**src/rtl/core/piecewise_linear_gray_map_defines.svh**
```systemverilog
// Assertion macros shared by the gray map RTL.
`ifndef PIECEWISE_LINEAR_GRAY_MAP_DEFINES_SVH
`define PIECEWISE_LINEAR_GRAY_MAP_DEFINES_SVH

// Same-cycle implication, checked at every clock edge outside reset.
`define PLGM_ASSERT_IMP(lbl, ante, cons) \
    lbl: assert property (@(posedge clk) disable iff (!rst_n) (ante) |-> (cons)) \
        else $error("gray map: same-cycle check failed");

// Next-cycle implication, checked at every clock edge outside reset.
`define PLGM_ASSERT_NXT(lbl, ante, cons) \
    lbl: assert property (@(posedge clk) disable iff (!rst_n) (ante) |=> (cons)) \
        else $error("gray map: next-cycle check failed");

`endif

```
**src/rtl/core/plgm_pkg.sv**
```systemverilog
// Types, constants and the divider step function of the gray map.
`default_nettype none

package plgm_pkg;

    localparam int PIX_W        = 8;
    localparam int CFG_COUNT    = 8;
    localparam int CFG_IDX_W    = 3;
    localparam int PROD_W       = 18;
    localparam int NUM_W        = 19;
    localparam int REM_W        = 16;
    localparam int DIV_STAGES   = 4;
    localparam int BITS_PER_DIV = 2;
    localparam int FRONT_STAGES = 4;
    localparam int STAGES       = FRONT_STAGES + DIV_STAGES;

    typedef logic [PIX_W-1:0] pix_t;

    localparam pix_t PIX_MAX = 8'hFF;
    localparam pix_t PIX_ONE = 8'h01;

    typedef enum logic [CFG_IDX_W-1:0] {
        CFG_IN_BREAK_1  = 3'd0,
        CFG_IN_BREAK_2  = 3'd1,
        CFG_IN_BREAK_3  = 3'd2,
        CFG_IN_BREAK_4  = 3'd3,
        CFG_OUT_LEVEL_1 = 3'd4,
        CFG_OUT_LEVEL_2 = 3'd5,
        CFG_OUT_LEVEL_3 = 3'd6,
        CFG_OUT_LEVEL_4 = 3'd7
    } cfg_idx_t;

    localparam pix_t CFG_RESET [CFG_COUNT] = '{
        8'd0, 8'd85, 8'd170, 8'd255, 8'd0, 8'd85, 8'd170, 8'd255
    };

    typedef struct packed {
        logic [REM_W-1:0] rem;
        logic             q_bit;
    } div_step_t;

    // One restoring division step: subtract the shifted divisor if it fits.
    function automatic div_step_t div_step(input logic [REM_W-1:0] rem,
                                           input pix_t             d,
                                           input int unsigned      shift);
        logic [REM_W:0] dsh;
        logic [REM_W:0] diff;
        div_step_t      r;
        dsh  = (REM_W+1)'(d) << shift;
        diff = {1'b0, rem} - dsh;
        if (!diff[REM_W])
        begin
            r.rem   = diff[REM_W-1:0];
            r.q_bit = 1'b1;
        end
        else
        begin
            r.rem   = rem;
            r.q_bit = 1'b0;
        end
        return r;
    endfunction

endpackage

`default_nettype wire

```
**src/rtl/core/piecewise_linear_gray_map.sv**
```systemverilog
// A pixel enters stage 0 at its input transfer and its result is offered from the
// last divider stage register. Throughput: one pixel per clock cycle while the
// output is not stalled; the segment select, the two products, the signed sum,
// the range check and four two-bit divider stages are each a stage. A stall at
// the output fills empty stages first, then holds the whole pipe. Reset clears
// every stage valid bit and loads the default identity curve.
`default_nettype none

`include "piecewise_linear_gray_map_defines.svh"

module piecewise_linear_gray_map
    import plgm_pkg::*;
(
    input  wire logic                 clk,
    input  wire logic                 rst_n,
    input  wire logic                 cfg_we,
    input  wire logic [CFG_IDX_W-1:0] cfg_index,
    input  wire logic [PIX_W-1:0]     cfg_data,
    input  wire logic                 in_valid,
    output logic                      in_ready,
    input  wire logic [PIX_W-1:0]     gray_in,
    input  wire logic                 frame_end,
    output logic                      out_valid,
    input  wire logic                 out_ready,
    output logic [PIX_W-1:0]          gray_out,
    output logic                      clipped,
    output logic                      frame_end_out
);

    pix_t              cfg_reg [CFG_COUNT];
    logic [STAGES-1:0] valid_reg;
    logic [STAGES-1:0] valid_next;
    logic [STAGES:0]   adv;

    // Stage 0: segment select.
    pix_t s0_pix_reg, s0_s_reg, s0_e_reg, s0_ns_reg, s0_ne_reg;
    pix_t s0_s_next, s0_e_next, s0_ns_next, s0_ne_next;
    logic s0_fe_reg;

    // Stage 1: widths and products.
    logic signed [PROD_W-1:0] s1_prod_a_reg, s1_prod_b_reg;
    logic signed [PROD_W-1:0] s1_prod_a_next, s1_prod_b_next;
    logic signed [PIX_W:0]    s1_dorig, s1_dnew, s1_ps, s1_ns_s;
    pix_t                     s1_dabs_reg, s1_dabs_next, s1_ns_reg;
    logic                     s1_neg_reg, s1_zero_reg, s1_fe_reg;

    // Stage 2: numerator, made positive-divisor.
    logic signed [NUM_W-1:0] s2_num_reg, s2_num_next, s2_sum;
    pix_t                    s2_d_reg, s2_ns_reg;
    logic                    s2_zero_reg, s2_fe_reg;

    // Stage 3: range check and divider operands.
    logic [REM_W-1:0] s3_rem_reg, s3_rem_next, s3_limit;
    pix_t             s3_d_reg, s3_d_next;
    logic             s3_clip_reg, s3_clip_next, s3_fe_reg;

    // Divider stages, two quotient bits each.
    logic [REM_W-1:0] dv_rem_reg  [DIV_STAGES];
    logic [REM_W-1:0] dv_rem_next [DIV_STAGES];
    pix_t             dv_d_reg    [DIV_STAGES];
    pix_t             dv_d_in     [DIV_STAGES];
    pix_t             dv_q_reg    [DIV_STAGES];
    pix_t             dv_q_next   [DIV_STAGES];
    logic             dv_clip_reg [DIV_STAGES];
    logic             dv_clip_in  [DIV_STAGES];
    logic             dv_fe_reg   [DIV_STAGES];
    logic             dv_fe_in    [DIV_STAGES];

    // A stage advances when it is empty or the stage after it advances.
    always_comb
    begin
        adv[STAGES] = out_ready;
        for (int i = STAGES - 1; i >= 0; i--)
        begin
            adv[i] = !valid_reg[i] || adv[i+1];
        end
        for (int i = 0; i < STAGES; i++)
        begin
            if (i == 0)
            begin
                valid_next[i] = in_valid;
            end
            else
            begin
                valid_next[i] = valid_reg[i-1];
            end
        end
    end

    always_ff @(posedge clk or negedge rst_n)
    begin
        if (!rst_n)
        begin
            valid_reg <= '0;
        end
        else
        begin
            for (int i = 0; i < STAGES; i++)
            begin
                if (adv[i])
                begin
                    valid_reg[i] <= valid_next[i];
                end
            end
        end
    end

    always_ff @(posedge clk or negedge rst_n)
    begin
        if (!rst_n)
        begin
            for (int i = 0; i < CFG_COUNT; i++)
            begin
                cfg_reg[i] <= CFG_RESET[i];
            end
        end
        else if (cfg_we)
        begin
            cfg_reg[cfg_index] <= cfg_data;
        end
    end

    always_comb
    begin
        if (gray_in < cfg_reg[CFG_IN_BREAK_2])
        begin
            s0_s_next  = cfg_reg[CFG_IN_BREAK_1];
            s0_e_next  = cfg_reg[CFG_IN_BREAK_2];
            s0_ns_next = cfg_reg[CFG_OUT_LEVEL_1];
            s0_ne_next = cfg_reg[CFG_OUT_LEVEL_2];
        end
        else if (gray_in < cfg_reg[CFG_IN_BREAK_3])
        begin
            s0_s_next  = cfg_reg[CFG_IN_BREAK_2];
            s0_e_next  = cfg_reg[CFG_IN_BREAK_3];
            s0_ns_next = cfg_reg[CFG_OUT_LEVEL_2];
            s0_ne_next = cfg_reg[CFG_OUT_LEVEL_3];
        end
        else
        begin
            s0_s_next  = cfg_reg[CFG_IN_BREAK_3];
            s0_e_next  = cfg_reg[CFG_IN_BREAK_4];
            s0_ns_next = cfg_reg[CFG_OUT_LEVEL_3];
            s0_ne_next = cfg_reg[CFG_OUT_LEVEL_4];
        end
    end

    // The numerator is ns * dorig + (p - s) * dnew, so nothing is rounded before the divide.
    always_comb
    begin
        s1_dorig       = $signed({1'b0, s0_e_reg}) - $signed({1'b0, s0_s_reg});
        s1_dnew        = $signed({1'b0, s0_ne_reg}) - $signed({1'b0, s0_ns_reg});
        s1_ps          = $signed({1'b0, s0_pix_reg}) - $signed({1'b0, s0_s_reg});
        s1_ns_s        = $signed({1'b0, s0_ns_reg});
        s1_prod_a_next = PROD_W'(s1_ns_s) * PROD_W'(s1_dorig);
        s1_prod_b_next = PROD_W'(s1_ps) * PROD_W'(s1_dnew);
        if (s1_dorig[PIX_W])
        begin
            s1_dabs_next = PIX_W'(-s1_dorig);
        end
        else
        begin
            s1_dabs_next = s1_dorig[PIX_W-1:0];
        end
    end

    always_comb
    begin
        s2_sum = NUM_W'(s1_prod_a_reg) + NUM_W'(s1_prod_b_reg);
        if (s1_neg_reg)
        begin
            s2_num_next = -s2_sum;
        end
        else
        begin
            s2_num_next = s2_sum;
        end
    end

    // Special results are folded into the divider as a value over one.
    always_comb
    begin
        s3_limit = {s2_d_reg, 8'h00};
        if (s2_zero_reg)
        begin
            s3_rem_next  = REM_W'(s2_ns_reg);
            s3_d_next    = PIX_ONE;
            s3_clip_next = 1'b0;
        end
        else if (s2_num_reg[NUM_W-1])
        begin
            s3_rem_next  = '0;
            s3_d_next    = PIX_ONE;
            s3_clip_next = 1'b1;
        end
        else if (s2_num_reg[NUM_W-2:0] >= (NUM_W-1)'(s3_limit))
        begin
            s3_rem_next  = REM_W'(PIX_MAX);
            s3_d_next    = PIX_ONE;
            s3_clip_next = 1'b1;
        end
        else
        begin
            s3_rem_next  = s2_num_reg[REM_W-1:0];
            s3_d_next    = s2_d_reg;
            s3_clip_next = 1'b0;
        end
    end

    always_comb
    begin
        logic [REM_W-1:0] rem;
        pix_t             q;
        div_step_t        st;
        for (int i = 0; i < DIV_STAGES; i++)
        begin
            if (i == 0)
            begin
                rem           = s3_rem_reg;
                q             = '0;
                dv_d_in[i]    = s3_d_reg;
                dv_clip_in[i] = s3_clip_reg;
                dv_fe_in[i]   = s3_fe_reg;
            end
            else
            begin
                rem           = dv_rem_reg[i-1];
                q             = dv_q_reg[i-1];
                dv_d_in[i]    = dv_d_reg[i-1];
                dv_clip_in[i] = dv_clip_reg[i-1];
                dv_fe_in[i]   = dv_fe_reg[i-1];
            end
            for (int j = 0; j < BITS_PER_DIV; j++)
            begin
                st  = div_step(rem, dv_d_in[i],
                               unsigned'(PIX_W - 1 - BITS_PER_DIV * i - j));
                rem = st.rem;
                q   = {q[PIX_W-2:0], st.q_bit};
            end
            dv_rem_next[i] = rem;
            dv_q_next[i]   = q;
        end
    end

    always_ff @(posedge clk)
    begin
        if (adv[0])
        begin
            s0_pix_reg <= gray_in;
            s0_s_reg   <= s0_s_next;
            s0_e_reg   <= s0_e_next;
            s0_ns_reg  <= s0_ns_next;
            s0_ne_reg  <= s0_ne_next;
            s0_fe_reg  <= frame_end;
        end
        if (adv[1])
        begin
            s1_prod_a_reg <= s1_prod_a_next;
            s1_prod_b_reg <= s1_prod_b_next;
            s1_dabs_reg   <= s1_dabs_next;
            s1_neg_reg    <= s1_dorig[PIX_W];
            s1_zero_reg   <= (s1_dorig == '0);
            s1_ns_reg     <= s0_ns_reg;
            s1_fe_reg     <= s0_fe_reg;
        end
        if (adv[2])
        begin
            s2_num_reg  <= s2_num_next;
            s2_d_reg    <= s1_dabs_reg;
            s2_ns_reg   <= s1_ns_reg;
            s2_zero_reg <= s1_zero_reg;
            s2_fe_reg   <= s1_fe_reg;
        end
        if (adv[3])
        begin
            s3_rem_reg  <= s3_rem_next;
            s3_d_reg    <= s3_d_next;
            s3_clip_reg <= s3_clip_next;
            s3_fe_reg   <= s2_fe_reg;
        end
        for (int i = 0; i < DIV_STAGES; i++)
        begin
            if (adv[FRONT_STAGES + i])
            begin
                dv_rem_reg[i]  <= dv_rem_next[i];
                dv_q_reg[i]    <= dv_q_next[i];
                dv_d_reg[i]    <= dv_d_in[i];
                dv_clip_reg[i] <= dv_clip_in[i];
                dv_fe_reg[i]   <= dv_fe_in[i];
            end
        end
    end

    assign in_ready      = adv[0];
    assign out_valid     = valid_reg[STAGES-1];
    assign gray_out      = dv_q_reg[DIV_STAGES-1];
    assign clipped       = dv_clip_reg[DIV_STAGES-1];
    assign frame_end_out = dv_fe_reg[DIV_STAGES-1];

    `PLGM_ASSERT_IMP(a_clip_saturates, out_valid && clipped,
        gray_out == PIX_MAX || gray_out == '0)
    `PLGM_ASSERT_IMP(a_stall_only_when_full, !in_ready, out_valid && !out_ready)
    `PLGM_ASSERT_IMP(a_divisor_nonzero, valid_reg[FRONT_STAGES-1], s3_d_reg != '0)
    `PLGM_ASSERT_IMP(a_remainder_below_divisor, out_valid,
        dv_rem_reg[DIV_STAGES-1] < REM_W'(dv_d_reg[DIV_STAGES-1]))
    `PLGM_ASSERT_NXT(a_transfer_enters, in_valid && in_ready, valid_reg[0])

endmodule

`default_nettype wire

```
**config.mk**
```make
export PLATFORM = sky130hd
export DESIGN_NAME = piecewise_linear_gray_map
export DESIGN_NICKNAME = d
export VERILOG_FILES = /design/src/rtl/core/plgm_pkg.sv /design/src/rtl/core/piecewise_linear_gray_map.sv
export VERILOG_INCLUDE_DIRS = /design/src /design/src/rtl/core
export SDC_FILE = /design/constraint.sdc
export NUM_CORES = 1
export LEC_CHECK = 0
export BUFFER_PORTS_ARGS = -buffer_cell sky130_fd_sc_hd__buf_2
export CORE_AREA = 4 4 192 240
export DETAILED_ROUTE_END_ITERATION = 7
export DIE_AREA = 0 0 196 244
export PLACE_DENSITY = 0.75
export REMOVE_ABC_BUFFERS = 1
export SYNTH_ARGS = -nofsm -noshare
export SYNTH_HDL_FRONTEND = slang
export SYNTH_SLANG_ARGS = --single-unit
```
**constraint.sdc**
```tcl
create_clock -name clk -period 9.58 [get_ports clk]
set_clock_uncertainty 0.2 [all_clocks]
set_input_delay 0.958 -clock clk [delete_from_list [all_inputs] [get_ports clk]]
set_output_delay 0.958 -clock clk [all_outputs]
set_load 0.005 [all_outputs]
```
**Yosys cells after proc, flatten, opt, wreduce, memory -nomap -nowiden**

Memories as Yosys holds them, arrays and structs flattened.
Index checks and enable logic that the tools add are counted.

- Flip-flop bits (word level): 231
- Output and inout port bits: 12
- Bits in read-only memories: 0
- Bits in latches: 0
- Memory bits (writable): 136
- Logic and storage cells: 119
- Memories kept: 5
- Input port bits: 25

Memory list:

| name | words | width | read ports | clocked after Yosys merged registers in | write ports | RTL line | text |
|---|---|---|---|---|---|---|---|
| dv_rem_reg | 4 | 16 | 3 | 0 | 4 | piecewise_linear_gray_map.sv:58 | `logic [REM_W-1:0] dv_rem_reg [DIV_STAGES];` |
| dv_d_reg | 4 | 8 | 3 | 0 | 4 | piecewise_linear_gray_map.sv:60 | `pix_t dv_d_reg [DIV_STAGES];` |
| dv_q_reg | 4 | 8 | 4 | 0 | 4 | piecewise_linear_gray_map.sv:62 | `pix_t dv_q_reg [DIV_STAGES];` |
| dv_clip_reg | 4 | 1 | 4 | 0 | 4 | piecewise_linear_gray_map.sv:64 | `logic dv_clip_reg [DIV_STAGES];` |
| dv_fe_reg | 4 | 1 | 4 | 0 | 4 | piecewise_linear_gray_map.sv:66 | `logic dv_fe_reg [DIV_STAGES];` |

- Equality and inequality tests: 0
- Reductions and logical operators: 19
- Add/sub/neg operators: 14
- Magnitude comparators: 5
- Bitwise operators: 1
- Multiply operators: 2
- Shift-type cells: 0
- Mux-type cells: 34
- Div/mod/pow operators: 0

Operators by type and width:

| cell | count |
|---|---|
| $mux 17 | 8 |
| $mux 8 | 13 |
| $bwmux 64 | 1 |
| $mul 9x9->18 | 2 |
| $sub 8x8->9 | 3 |
| $demux 8 s3 | 1 |
| $add 18x18->19 | 1 |
| $mux 19 | 1 |
| $neg 19->19 | 1 |
| $ge 18x16->1 | 1 |
| $sub 16x10->17 | 1 |
| $sub 16x11->17 | 1 |
| $sub 16x12->17 | 1 |
| $sub 16x13->17 | 1 |
| $sub 16x14->17 | 1 |
| $sub 16x15->17 | 1 |
| $sub 16x8->17 | 1 |
| $sub 16x9->17 | 1 |
| $lt 8x8->1 | 2 |
| $mux 1 | 10 |
| $logic_not 9->1 | 1 |
| $logic_not 1->1 | 8 |
| $logic_or 1x1->1 | 8 |
| $neg 8->8 | 1 |
| other kinds (5) | 5 |

**Logic depth before layout (Yosys ltp)**

- Depth in word-level cells: 9
- Mapped depth: 29
- Gate-level depth less buffers: 28

**Worst setup path after synthesis**

No wires, ideal clock.

- Kind: register to register
- Start point: register s0_e_reg[0]
- End point: register s1_prod_a_reg[17] (data pin)
- Stages on the path, launching flop included: 29
- Slack: 2.688 ns
- Path buffers: 1
- Arrival: 6.434 ns
- Setup time: 0.258 ns
- Data required time: 9.122 ns
- Path through: edfxtp_1 inv_1 ha_1 inv_1 fa_1 a21o_1 a21oi_1 o21bai_1 a21oi_1 o21bai_1 a21oi_1 clkbuf_1 nand2b_1 fa_1 fa_1 inv_1 fa_1 fa_1 inv_1 fa_1 inv_1 ha_1 o21ai_0 a21boi_0 o21ai_0 a21oi_1 a41o_1 o41a_1 xnor2_1

- Longest elaborated chain between the ends: 2

RTL lines:

| what | RTL line | text |
|---|---|---|
| from (decl) | piecewise_linear_gray_map.sv:36 | `pix_t s0_pix_reg, s0_s_reg, s0_e_reg, s0_ns_reg, s0_ne_reg;` |
| from (signal assigned) | piecewise_linear_gray_map.sv:251 | `s0_e_reg <= s0_e_next;` |
| $sub 8x8->9 | piecewise_linear_gray_map.sv:151 | `s1_dorig = $signed({1'b0, s0_e_reg}) - $signed({1'b0, s0_s_reg});` |
| via s1_dorig[8] | piecewise_linear_gray_map.sv:43 | `logic signed [PIX_W:0] s1_dorig, s1_dnew, s1_ps, s1_ns_s;` |
| $mul 9x9->18 | piecewise_linear_gray_map.sv:155 | `s1_prod_a_next = PROD_W'(s1_ns_s) * PROD_W'(s1_dorig);` |
| via s1_prod_a_next[17] | piecewise_linear_gray_map.sv:42 | `logic signed [PROD_W-1:0] s1_prod_a_next, s1_prod_b_next;` |
| to (signal assigned) | piecewise_linear_gray_map.sv:258 | `s1_prod_a_reg <= s1_prod_a_next;` |
| to (decl) | piecewise_linear_gray_map.sv:41 | `logic signed [PROD_W-1:0] s1_prod_a_reg, s1_prod_b_reg;` |

The timed path passes the listed nets, and every way through them passes these cells.
A chain may end at the register's enable or synchronous reset.

**Final worst setup path**

- Start point: register s0_s_reg[0]
- End point: register s1_prod_b_reg[16] (data pin)

- Longest elaborated chain between the ends: 2

RTL lines:

| what | RTL line | text |
|---|---|---|
| from (decl) | piecewise_linear_gray_map.sv:36 |  |
| from (signal assigned) | piecewise_linear_gray_map.sv:250 | `s0_s_reg <= s0_s_next;` |
| $sub 8x8->9 | piecewise_linear_gray_map.sv:153 | `s1_ps = $signed({1'b0, s0_pix_reg}) - $signed({1'b0, s0_s_reg});` |
| $mul 9x9->18 | piecewise_linear_gray_map.sv:156 | `s1_prod_b_next = PROD_W'(s1_ps) * PROD_W'(s1_dnew);` |
| via s1_prod_b_next[16] | piecewise_linear_gray_map.sv:42 |  |
| to (signal assigned) | piecewise_linear_gray_map.sv:259 | `s1_prod_b_reg <= s1_prod_b_next;` |
| to (decl) | piecewise_linear_gray_map.sv:41 |  |

The timed path passes the listed nets, and every way through them passes these cells.

==> results.json <==
{
  "num_vias": 15790,
  "vias_per_cell": 5.649,
  "rsz0062_at_grt": "false",
  "cts_tree": "built",
  "period_share_pct": 77.43,
  "numCtsBuffers": 36,
  "wl_per_cell_um": 17.81,
  "cts_buffer_depth": 3,
  "postCtsResizedCells": 0,
  "async_reset_ff_share_pct": 21.75,
  "busiest_layer": "met2",
  "wl_um": 49790,
  "critPathLaunchType": "register",
  "nets": 2566,
  "initial_core_util_pct": 54.26,
  "hp-class": "reg2reg",
  "drc": 0,
  "cts.reportedPaths.clkPinSlew_ns": 0.06,
  "gp_congestion": 0.8882,
  "clk_latency_ns": 0.53,
  "grtUsageMet2_pct": 42.54,
  "synth_ff_type": "edfxtp_1",
  "cts_max_level": 2,
  "synth_edf_count": 259,
  "hold_viol_final": 0,
  "gr-total-overflow": 0,
  "cts.hold.buffers_added": 0,
  "num_rows": 86,
  "use_met3_pct": 2.384,
  "groute.usage.overall_pct": 21.09,
  "area_delta_synth_final_pct": 8.551,
  "root_buffer": "clkbuf_16",
  "min_period_ns": 7.418,
  "core_area_um2": 43900,
  "die_h_um": 244,
  "antenna_found_initial": 0,
  "largest_reg_flops": 64,
  "ys_seq_elements": 331,
  "ys_types": 83,
  "cts.sinks": 331,
  "die_w_um": 196,
  "hpwl_um": 39620,
  "r2r-start": "s0_s_reg[0]$_DFFE_PP_",
  "worstSetupStartpoint": "s0_s_reg[0]$_DFFE_PP_",
  "synth_area_per_cell_um2": 11.08,
  "status": "finished, final reports clean",
  "postRouteAntennaNets": 0,
  "drive_gt1_share_pct": 13.27,
  "io_buffers": 36,
  "antenna_cells": 0,
  "synthCells": 2150,
  "ys_warn_count": 0,
  "boundaryPins": 37,
  "setup_tns_ns": 0,
  "crit_fanout": 9,
  "first_global_vias": 17030,
  "worstSetupEndpointType": "register",
  "arrival_ns": 7.48,
  "postCtsSetupBuffers": 0,
  "grt_pass1_wl_um": 82420,
  "die_area_um2": 47820,
  "netlist_area_um2": 23820,
  "holdCritStartpoint": "s0_fe_reg$_DFFE_PP_",
  "worst_pin_slew_ns": 1.117,
  "grt_max_degree": 73,
  "yosysSeqAreaShare_pct": 40.38,
  "first_pass_iters": 8,
  "drt_iter0_drc": 572,
  "grtUsageMet1_pct": 20.71,
  "drv_slew": 0,
  "relSlewSlack_pct": 25.34,
  "drv_cap": 0,
  "max_freq_mhz": 134.8,
  "crit_type": "reg2reg",
  "setup_viol": 0,
  "cp.required_ns": 9.65
}
-- critical path, stage by stage, from the launching register on --
cell and delay [ns]:
edfxtp_1 0.40, ha_1 0.23, fa_1 0.41, nor2b_1 0.12
o21ai_0 0.11, a21boi_0 0.31, o21ai_0 0.17, a21boi_0 0.54
o21ai_0 0.21, nor2b_1 0.26, and2_1 0.21, fa_1 0.63
inv_1 0.15, fa_1 0.55, inv_1 0.05, fa_1 0.53
inv_1 0.05, fa_1 0.52, inv_1 0.04, ha_1 0.29
ha_1 0.35, and2_1 0.18, a22o_1 0.18, a31oi_1 0.19
a21oi_1 0.11, xor2_1 0.15
-- kinds of logic after synthesis --
| logic type | Yosys count | share of synthesized area, % |
|---|---|---|
| xor gates and xnor gates | 108 | 3.971 |
| DFF | 331 | 40.38 |
| AOI/OAI and AO/OA | 348 | 9.770 |
| muxes | 162 | 7.479 |
| adders and majority gates | 345 | 22.03 |
| and+or+nand+nor | 528 | 11.11 |
| buffers and inverters | 328 | 5.258 |
-- cell usage in the layout (no fill, tap or decap), drive strengths merged, types with 51 or more instances in the layout --
cell type	n
nand2	134
and2	62
nor2	140
inv	282
edfxtp	259
o21ai	91
xnor2	80
a21oi	82
buf	54
fa	124
mux2	128
ha	221
clkbuf	51
-- Yosys cell counts, drive strengths merged, types with 4 or more instances --
cell / n / area share, %
o31a: 4 / 0.15
fa: 124 / 10
a21o: 30 / 0.95
buf: 7 / 0.19
dfrtp: 40 / 4.2
nor2b: 32 / 0.84
o21a: 18 / 0.57
inv: 279 / 4.4
o22ai: 6 / 0.18
a311oi: 5 / 0.21
xnor2: 80 / 2.9
o31ai: 4 / 0.13
a21oi: 82 / 1.9
or2: 7 / 0.18
o211ai: 8 / 0.25
o41a: 4 / 0.19
mux2: 128 / 6.1
nand2: 134 / 2.1
xor2: 28 / 1.0
a21boi: 15 / 0.47
a31oi: 11 / 0.29
nor4: 6 / 0.22
a22o: 9 / 0.33
nand4: 9 / 0.26
nor3: 22 / 0.55
a211oi: 15 / 0.57
a211o: 4 / 0.15
nand2b: 42 / 1.1
or4: 6 / 0.19
and3: 10 / 0.26
dfstp: 32 / 3.5
mux2i: 34 / 1.4
o21bai: 13 / 0.41
clkbuf: 39 / 0.62
nand3b: 6 / 0.19
nand3: 27 / 0.57
or3: 14 / 0.37
nand4b: 4 / 0.15
and2: 62 / 1.6
ha: 221 / 12
o21ai: 91 / 1.9
nor2: 140 / 2.2
nor3b: 4 / 0.15
edfxtp: 259 / 33
-- final cells by class --
class	count	area (um2)
flip-flops and latches	331	9619
multi-input cells	1491	12980
fillers	3550	18040
repair buffers	54	317.8
well taps	572	715.7
clock inverters	14	151.4
clock buffers	51	1018
inverters	282	1059
-- stage by stage --
stage	instances	hold slack (ns)	utilization [%]	setup WS (ns)	area, um2
final	2795	0.2047	58.90	2.162	25860
after global routing	2795	0.2120	58.90	1.731	25860
after CTS	2795	0.2009	58.90	2.196	25860
after detailed placement	2730	0.2045	56.24	2.232	24690
after global placement	2730	0.2015	56.24	2.383	24690
after floorplan	2104	0.2003	-	2.603	23630
-- metal layers --
layer,vias up,routed length [um]
met5,-,0
met4,0,2711
met3,149,1473
met2,326,28380
met1,7747,17230
li1,7567,-
-- final timing paths --
kind	to	slack [ns]	cells past startpoint
min in group asynchronous	cfg_reg[53]$_DFFE_PN0P_	0.39	1
max reg2reg	s1_prod_b_reg[16]$_DFFE_PP_	2.16	25
max in group asynchronous	cfg_reg[25]$_DFFE_PN0P_	8.13	1
min reg2reg	s1_fe_reg$_DFFE_PP_	0.20	0
max	s1_prod_b_reg[16]$_DFFE_PP_	2.16	25
min	s1_fe_reg$_DFFE_PP_	0.20	0
Power is left out: the tool's default activity adds up to more than one toggle a clock period on the data nets, which glitch-free logic cannot reach.
